File: src/rtl/cpax_pkg.sv
// shared constants and helpers for the colour pair allocator
// no dependencies; used by every module of the block by scoped names
package cpax_pkg;

  localparam int PAIR_SLOTS = 256;
  localparam int IDX_W      = (PAIR_SLOTS > 1) ? $clog2(PAIR_SLOTS) : 1;
  localparam int CNT_W      = IDX_W + 1;

  localparam int RGB_W  = 24;
  localparam int KEY_W  = 2 * RGB_W;
  localparam int CODE_W = 8;
  localparam int PIDX_W = 8;
  localparam int CH_W   = 8;

  localparam int IN_DATA_W  = 48;
  localparam int OUT_DATA_W = 24;
  localparam int OUT_USER_W = 2;

  // reciprocal constants for the two constant divisions in the quantizer
  localparam logic [9:0]  DIV3_MUL  = 10'd683;
  localparam int          DIV3_SH   = 11;
  localparam logic [7:0]  DIV10_MUL = 8'd205;
  localparam int          DIV10_SH  = 11;

  localparam logic [7:0] GRAY_MAX_AVG = 8'd238;
  localparam logic [7:0] GRAY_MIN_AVG = 8'd3;
  localparam logic [4:0] GRAY_TOP     = 5'd23;
  localparam logic [7:0] GRAY_BASE    = 8'd232;
  localparam logic [7:0] CUBE_BASE    = 8'd16;

  // channel value to cube level index
  function automatic logic [2:0] level_step(input logic [CH_W-1:0] v);
    logic [2:0] s;
    begin
      if (v < 8'd48) s = 3'd0;
      else if (v < 8'd115) s = 3'd1;
      else if (v < 8'd155) s = 3'd2;
      else if (v < 8'd195) s = 3'd3;
      else if (v < 8'd235) s = 3'd4;
      else s = 3'd5;
      return s;
    end
  endfunction

  function automatic logic [CH_W-1:0] cube_level(input logic [2:0] idx);
    logic [CH_W-1:0] lv;
    begin
      case (idx)
        3'd0: lv = 8'h00;
        3'd1: lv = 8'h5f;
        3'd2: lv = 8'h87;
        3'd3: lv = 8'haf;
        3'd4: lv = 8'hd7;
        3'd5: lv = 8'hff;
        default: lv = 8'h00;
      endcase
      return lv;
    end
  endfunction

endpackage

File: src/rtl/cpax_quant.sv
// four-stage rgb to xterm-256 code quantizer (cube vs gray ramp by squared error)
// depends on cpax_pkg for level tables and division constants
module cpax_quant (
  input  logic                          clk,
  input  logic                          rst_n,
  input  logic                          start,
  input  logic [cpax_pkg::RGB_W-1:0]    rgb,
  output logic                          done,
  output logic [cpax_pkg::CODE_W-1:0]   code
);

  // stage 1
  logic [7:0]  r1_r, g1_r, b1_r, avg1_r;
  logic [2:0]  ir1_r, ig1_r, ib1_r;
  logic        v1_r;
  logic [9:0]  sum;
  logic [19:0] avg_prod;

  // stage 2
  logic signed [8:0] dcr2_r, dcg2_r, dcb2_r, dgr2_r, dgg2_r, dgb2_r;
  logic [4:0]  gk2_r;
  logic [7:0]  cc2_r;
  logic        v2_r;
  logic [7:0]  avg_off;
  logic [15:0] gk_prod;
  logic [4:0]  gk;
  logic [7:0]  gv;
  logic [7:0]  cc;

  // stage 3
  logic [15:0] scr3_r, scg3_r, scb3_r, sgr3_r, sgg3_r, sgb3_r;
  logic [4:0]  gk3_r;
  logic [7:0]  cc3_r;
  logic        v3_r;
  logic signed [17:0] pcr, pcg, pcb, pgr, pgg, pgb;

  // stage 4
  logic [17:0] cube_err, ramp_err;
  logic [7:0]  code_r;
  logic        done_r;

  assign sum      = 10'(rgb[23:16]) + 10'(rgb[15:8]) + 10'(rgb[7:0]);
  assign avg_prod = 20'(sum) * 20'(cpax_pkg::DIV3_MUL);

  assign avg_off = avg1_r - cpax_pkg::GRAY_MIN_AVG;
  assign gk_prod = 16'(avg_off) * 16'(cpax_pkg::DIV10_MUL);

  always_comb begin
    if (avg1_r > cpax_pkg::GRAY_MAX_AVG) gk = cpax_pkg::GRAY_TOP;
    else if (avg1_r < cpax_pkg::GRAY_MIN_AVG) gk = 5'd0;
    else gk = gk_prod[cpax_pkg::DIV10_SH +: 5];
  end

  assign gv = 8'd8 + 8'(gk) * 8'd10;
  assign cc = cpax_pkg::CUBE_BASE + 8'(ir1_r) * 8'd36 + 8'(ig1_r) * 8'd6 + 8'(ib1_r);

  assign pcr = 18'(dcr2_r) * 18'(dcr2_r);
  assign pcg = 18'(dcg2_r) * 18'(dcg2_r);
  assign pcb = 18'(dcb2_r) * 18'(dcb2_r);
  assign pgr = 18'(dgr2_r) * 18'(dgr2_r);
  assign pgg = 18'(dgg2_r) * 18'(dgg2_r);
  assign pgb = 18'(dgb2_r) * 18'(dgb2_r);

  assign cube_err = 18'(scr3_r) + 18'(scg3_r) + 18'(scb3_r);
  assign ramp_err = 18'(sgr3_r) + 18'(sgg3_r) + 18'(sgb3_r);

  always_ff @(posedge clk) begin
    if (!rst_n) begin
      v1_r   <= 1'b0;
      v2_r   <= 1'b0;
      v3_r   <= 1'b0;
      done_r <= 1'b0;
    end else begin
      v1_r   <= start;
      v2_r   <= v1_r;
      v3_r   <= v2_r;
      done_r <= v3_r;
    end
  end

  always_ff @(posedge clk) begin
    r1_r   <= rgb[23:16];
    g1_r   <= rgb[15:8];
    b1_r   <= rgb[7:0];
    ir1_r  <= cpax_pkg::level_step(rgb[23:16]);
    ig1_r  <= cpax_pkg::level_step(rgb[15:8]);
    ib1_r  <= cpax_pkg::level_step(rgb[7:0]);
    avg1_r <= avg_prod[cpax_pkg::DIV3_SH +: 8];

    dcr2_r <= $signed({1'b0, cpax_pkg::cube_level(ir1_r)}) - $signed({1'b0, r1_r});
    dcg2_r <= $signed({1'b0, cpax_pkg::cube_level(ig1_r)}) - $signed({1'b0, g1_r});
    dcb2_r <= $signed({1'b0, cpax_pkg::cube_level(ib1_r)}) - $signed({1'b0, b1_r});
    dgr2_r <= $signed({1'b0, gv}) - $signed({1'b0, r1_r});
    dgg2_r <= $signed({1'b0, gv}) - $signed({1'b0, g1_r});
    dgb2_r <= $signed({1'b0, gv}) - $signed({1'b0, b1_r});
    gk2_r  <= gk;
    cc2_r  <= cc;

    scr3_r <= 16'(pcr);
    scg3_r <= 16'(pcg);
    scb3_r <= 16'(pcb);
    sgr3_r <= 16'(pgr);
    sgg3_r <= 16'(pgg);
    sgb3_r <= 16'(pgb);
    gk3_r  <= gk2_r;
    cc3_r  <= cc2_r;

    if (v3_r) begin
      code_r <= (cube_err <= ramp_err) ? cc3_r : (cpax_pkg::GRAY_BASE + 8'(gk3_r));
    end
  end

  assign done = done_r;
  assign code = code_r;

endmodule

File: config.mk
export PLATFORM = sky130hd
export DESIGN_NAME = cpax_quant
export DESIGN_NICKNAME = d
export VERILOG_FILES = /design/src/rtl/cpax_pkg.sv /design/src/rtl/cpax_quant.sv
export SDC_FILE = /design/constraint.sdc
export NUM_CORES = 1
export LEC_CHECK = 0
export CAP_MARGIN = 20
export CORE_ASPECT_RATIO = 1.5
export CORE_MARGIN = 2
export CORE_UTILIZATION = 50
export CTS_BUF_LIST = sky130_fd_sc_hd__clkbuf_2
export DETAILED_ROUTE_END_ITERATION = 12
export DONT_BUFFER_PORTS = 1
export GPL_TIMING_DRIVEN = 1
export PLACE_DENSITY = 0.73
export SYNTH_ARGS = -nofsm -noshare
export SYNTH_HDL_FRONTEND = slang
export SYNTH_SLANG_ARGS = --single-unit
File: constraint.sdc
create_clock -name clk -period 9.88 [get_ports clk]
set_clock_uncertainty 0.2 [all_clocks]
set_input_delay 0.494 -clock clk [delete_from_list [all_inputs] [get_ports clk]]
set_output_delay 0.494 -clock clk [all_outputs]
set_load 0.01 [all_outputs]
* Yosys cells after proc, flatten, opt, wreduce, memory -nomap -nowiden
Cells that the tools add are included.
** Storage, ports and cells
- Register bits :: 229
- Word-level logic and storage cells :: 120
- Output and inout bits :: 9
** Operators by class
- Multipliers :: 11
- Equal/unequal tests :: 15
- Muxes and demuxes :: 18
- Magnitude comparators :: 18
- Add/sub/neg operators :: 18
- Reductions and logical operators :: 6
** Operator list (number)
- 8-bit case mux with 5 select lines :: 3
- 9-bit by 9-bit multiplier with 16-bit output :: 6
- 8-bit < comparator, second input constant :: 9
- 8-bit by 8-bit subtractor with 9-bit output :: 6
- 17-bit by 16-bit adder with 18-bit output :: 2
- 16-bit by 16-bit adder with 17-bit output :: 2
- 8-bit by 6-bit < comparator with 1-bit output, second input constant :: 3
- 8-bit by 7-bit < comparator with 1-bit output, second input constant :: 3
- 10-bit by 10-bit multiplier with 19-bit output, second input constant :: 1
- 3-bit by 2-bit equality test with 1-bit output, second input constant :: 6
- 3-bit equality test, second input constant :: 6
- 18-bit <= comparator :: 1
- 8-bit by 8-bit multiplier with 16-bit output, second input constant :: 1
- 2-bit two-way mux :: 6
- 4-bit OR reduction :: 3
- 9-bit by 8-bit adder with 10-bit output :: 1
- 5-bit two-way mux :: 2
- 8-bit by 8-bit adder with 9-bit output :: 1
- 3-bit by 1-bit equality test with 1-bit output, second input constant :: 3
- 4-bit by 8-bit adder with 8-bit output, first input constant :: 1
- 5-bit by 8-bit adder with 8-bit output, first input constant :: 1
- 8-bit by 3-bit adder with 8-bit output :: 1
- 8-bit by 6-bit adder with 8-bit output :: 1
- 8-bit > comparator, second input constant :: 1
- other kinds (9) :: 16

* Depth between registers and ports, before layout
- Depth after elaboration :: 7
- Mapped depth :: 30
- Mapped depth without buffers :: 30

* Least setup slack after synthesis
No wires, ideal clock.
- Path kind :: flip-flop to flip-flop
- From :: reg avg1_r[4]
- To :: reg dgb2_r[7]
- Buffers on the path :: 0
- Path slack :: 2583 ps
- Setup time :: 127 ps
- Cell stages (with the launch flop) :: 28
- Data arrival time :: 6971 ps
- Cells stage by stage :: dfxtp_1 -> or4_4 -> or3_4 -> nand2_1 -> ha_1 -> inv_1 -> fa_1 -> inv_1 -> fa_1 -> inv_1 -> fa_1 -> inv_1 -> ha_1 -> or4_1 -> a41o_1 -> a31o_2 -> a21oi_1 -> xor2_1 -> o21ai_0 -> ha_1 -> ha_1 -> fa_1 -> nand2_1 -> o31ai_1 -> a221oi_1 -> xnor2_1 -> ha_1 -> xor2_1
** Between the ends
- Word-level cells in the longest chain between the ends :: 7
- Elaborated cells between the ends (all ways) :: 9
** Ends and longest elaborated chain
- start, declared :: RTL line cpax_quant.sv:13 : logic [7:0] r1_r, g1_r, b1_r, avg1_r;
- start signal, assigned :: RTL line cpax_quant.sv:88 : avg1_r <= avg_prod[cpax_pkg::DIV3_SH +: 8];
- 8-bit by 2-bit subtractor with 8-bit output :: RTL line cpax_quant.sv:45 : assign avg_off = avg1_r - cpax_pkg::GRAY_MIN_AVG;
- 8-bit by 8-bit multiplier with 16-bit output :: RTL line cpax_quant.sv:46 : assign gk_prod = 16'(avg_off) * 16'(cpax_pkg::DIV10_MUL);
- 5-bit two-way mux :: RTL line cpax_quant.sv:50 : else if (avg1_r < cpax_pkg::GRAY_MIN_AVG) gk = 5'd0;
- 5-bit two-way mux (*) :: RTL line cpax_quant.sv:49 : if (avg1_r > cpax_pkg::GRAY_MAX_AVG) gk = cpax_pkg::GRAY_TOP;
- net gk[0] :: RTL line cpax_quant.sv:26 : logic [4:0] gk;
- 5-bit by 3-bit multiplier with 7-bit output (*) :: RTL line cpax_quant.sv:54 : assign gv = 8'd8 + 8'(gk) * 8'd10;
- 4-bit by 8-bit adder with 8-bit output (*) :: RTL line cpax_quant.sv:54
- 8-bit by 8-bit subtractor with 9-bit output (*) :: RTL line cpax_quant.sv:95 : dgb2_r <= $signed({1'b0, gv}) - $signed({1'b0, b1_r});
- end signal, assigned :: RTL line cpax_quant.sv:95
- end, declared :: RTL line cpax_quant.sv:20 : logic signed [8:0] dcr2_r, dcg2_r, dcb2_r, dgr2_r, dgg2_r, dgb2_r;
Mark *: on every way through the listed nets, which the timed path passes. The rest lies on a longest branch.
A chain may end at the register's enable or synchronous reset.

* Worst setup path after layout
- From :: reg avg1_r[0]
- To :: reg dgg2_r[7]
** Between the ends
- Word-level cells in the longest chain between the ends :: 7
- Elaborated cells between the ends (all ways) :: 9
** Ends and longest elaborated chain
- 8-bit by 2-bit subtractor with 8-bit output :: RTL line cpax_quant.sv:45
- 8-bit by 8-bit multiplier with 16-bit output :: RTL line cpax_quant.sv:46
- 5-bit two-way mux :: RTL line cpax_quant.sv:50
- 5-bit two-way mux (*) :: RTL line cpax_quant.sv:49
- net gk[1] :: RTL line cpax_quant.sv:26
- 5-bit by 3-bit multiplier with 7-bit output (*) :: RTL line cpax_quant.sv:54
- 4-bit by 8-bit adder with 8-bit output (*) :: RTL line cpax_quant.sv:54
- 8-bit by 8-bit subtractor with 9-bit output (*) :: RTL line cpax_quant.sv:94 : dgg2_r <= $signed({1'b0, gv}) - $signed({1'b0, g1_r});
- end signal, assigned :: RTL line cpax_quant.sv:94
- end, declared :: RTL line cpax_quant.sv:20
Marks and branches as above.

==> results by group <==
Cells and area
  – Layout Nets: roughly 3,600
  – Share of layout cells above drive strength 1: under 10%
  – Layout Area Growth over Synthesis: 6.80%
  – Multi-input gate area: about 0.020 mm2
  – Filler cell count: ~4,500
  – Register area: ~0.0045 mm2
  – Core Util, Final: between 50% and 60%

Routing
  – Vias per cell: around 5.2
  – Residual DRC: 0
  – Detailed Routing Iterations Pass 1: 7
  – Vias: about 18,000
  – Total Wirelength: roughly 56,000 um
  – DRT antenna net count: 0
  – Routed len/inst: 16.2 um
  – 1st-iter DRT viols: 520

Synthesis
  – Yosys warning count: 0
  – Asr flop ratio synth: 0%
  – Post-Synth Adder-Cell Area: around half
  – Mux cell area share after synthesis: 0.505%
  – Largest family of logic cells by synthesized area: adder cells
  – Predominant post-synthesis flop cell: dfxtp_1
  – #FFs+latches synth: between 200 and 250
  – Most instantiated cells after synthesis: 498 x inv_1, 433 x ha_1, 396 x fa_1
  – Synth area leaders: fa_1 30%, ha_1 20%, dfxtp_1 16%, inv_1 7.0%, xnor2_1 5.6%
  – Mapped Cells: 2,654
  – Syn Std Cell Area: between 0.02 and 0.03 mm2
  – Count leader, synth: inv_1
  – Post-synth top area share: about 30%
  – Complex-gate fraction of the synthesized area: under 10%
  – Seq/Total Area, Yosys: between 15 and 20%
  – Simple-gate share of the synthesized area: 9.66%
  – Synth Area in XOR/XNOR: 7.66%
  – Number of synthesized flops with an enable pin: 8
  – Netlist cell types: between 50 and 60
  – Avg Inst Size Synth: 10.1 um2
  – Area leader, netlist: fa_1

Die
  – Row count: between 100 and 150
  – IO Pins: 36
  – Core Box Area: about 0.053 mm2
  – Initial Util: 50.8%
  – DIE HEIGHT: between 200 and 300 um
  – Die area: between 0.05 and 0.06 mm2
  – Die X: just under 200 um

Clock tree
  – Worst-Skew Late Latency: between 900 and 1000 ps
  – Post-CTS Setup Bufs: 0
  – Clock slew seen by the registers of the worst setup and hold paths: 110 ps
  – CTS tree: yes
  – Maximum clock path buffer count: 3
  – Post_cts resized: 0
  – Hold_buf cts: 51
  – CTS sink cnt: approximately 220
  – H-tree depth: 2
  – TritonCTS buffer count: 53
  – CTS Root Cell: clkbuf_2

Timing
  – Slew Viols, Final: 0
  – Slew margin rel.: between 30% and 40%
  – Fin. Hold Viols: 0
  – Tightest Pin Transition: around 900 ps
  – Unrepaired setup endpoints after global routing: false
  – Min Tclk post-route: approximately 7900 ps
  – Max Freq: between 100 and 150 MHz
  – Final Setup Violations: 0
  – Fin Setup TNS: 0 ps
  – Period utilization: 79.8%

Global routing
  – Gr ovfl total: 0
  – First-pass GRT wire length: approximately 96,000 um
  – Via count of the first global-routing pass: a little over 20,000
  – Gr usage total: roughly 22%
  – Largest net degree at the start of global routing: 18
  – Initial antenna violation count: 2

Worst setup path
  – Worst setup EP type: flip-flop
  – Path type of the worst setup path: reg2reg
  – CP startpoint kind: flip-flop
  – Worst path arrival time: between 8000 and 9000 ps
  – Worst Path Required: approximately 10,000 ps
  – Max stage delay on crit path: around 500 ps
  – Crit-path max FO: 6
  – Critical Path Slowest Stage Cell: fa_1

Run
  – Number of max-cap violations: 0

Placed design
  – Placer Congestion: between 0.8 and 0.9
  – Port bufs: 0
  – HPWL after detailed placement: roughly 47,000 um

Run status
  – Outcome: complete, no violations

Worst hold path
  – Hold Path Class: reg2reg
==> placed cells by master, fill, tap and decap left out, types with 6 or more instances in the layout <==
cell / synthesis / final
xnor2_1: 171 / 171
fa_1: 396 / 396
clkbuf_2: 0 / 70
nor2b_1: 38 / 38
nand3_1: 6 / 6
dlygate4sd3_1: 0 / 51
a21oi_1: 138 / 138
dfxtp_1: 215 / 215
mux2i_1: 9 / 9
a21o_1: 55 / 55
nand2b_1: 29 / 29
clkinv_1: 0 / 10
o21a_1: 14 / 14
and2_1: 155 / 155
o21bai_1: 23 / 23
nor3_1: 20 / 20
clkinv_2: 0 / 7
inv_1: 498 / 498
nand4_1: 7 / 7
xor2_1: 61 / 61
ha_1: 433 / 433
o41ai_1: 6 / 6
nand2_1: 133 / 133
or2_2: 9 / 9
o21ai_0: 53 / 53
conb_1: 2 / 6
edfxtp_1: 8 / 8
nor2_1: 68 / 68
==> critical path, delay by kind of cell (launching register included) <==
| family | cells | cell delay, ps |
|---|---|---|
| xor+xnor | 4 | 890 |
| fa+ha+maj | 9 | 3340 |
| buf+inv | 5 | 320 |
| flops | 1 | 390 |
| compound gates | 6 | 1440 |
| simple gates | 5 | 1180 |
==> state kept, by name, summed over array words and instances, names as in the netlist, 9 cells and up <==
register and count:
sgr3_r 15, dcr2_r 9, dcg2_r 9, sgg3_r 15, scg3_r 15, dgr2_r 9
dcb2_r 9, dgg2_r 9, sgb3_r 15, dgb2_r 9, scr3_r 15, scb3_r 15
==> kinds of logic after synthesis <==
family | Yosys count
compound gates | 335
mux | 13
xor+xnor | 233
buf+inv | 526
fa+ha+maj | 829
other cells | 2
simple gates | 493
flops | 223
==> routing by layer <==
metal,part of all wire [%],vias to the layer above,global-route usage [%]
met5,0,-,0
li1,-,8621,-
met1,35,8745,22.4
met2,55,326,41.8
met4,7.0,0,13.3
met3,2.7,183,2.19
==> per-stage QoR <==
| step | hold slack [ps] | cells | cell area (um2) | setup WS (ps) |
|---|---|---|---|---|
| global route | 53.3 | 3459 | 28600 | 1440 |
| detailed placement | 112 | 3312 | 27500 | 1680 |
| floorplan | 110 | 2658 | 26800 | 2580 |
| CTS | 22.0 | 3456 | 28600 | 1610 |
| finish | 138 | 3459 | 28600 | 2000 |
| global placement | 111 | 3312 | 27500 | 1940 |
==> path summary, 6_finish.rpt <==
kind / start / end / slack (ps) / cells past startpoint
worst min-delay path: cc2_r[6]$_DFF_P_ / cc3_r[6]$_DFF_P_ / 140 / 0
worst max-delay path: avg1_r[0]$_DFF_P_ / dgg2_r[7]$_DFF_P_ / 2000 / 29
worst max register to register: avg1_r[0]$_DFF_P_ / dgg2_r[7]$_DFF_P_ / 2000 / 29
worst min register to register: cc2_r[6]$_DFF_P_ / cc3_r[6]$_DFF_P_ / 140 / 0
==> final cells by class <==
type	count	area share, %
Multi-Input combinational cell	1909	70.9
Timing Repair Buffer	52	1.80
Clock inverter	23	0.644
Clock buffer	70	1.23
Antenna cell	2	0.0175
Tap cell	682	2.99
Inverter	498	6.54
Sequential cell	223	15.9
Power is not shown: default switching activity piles up to over one toggle a cycle in this logic, so the estimate is an artifact.
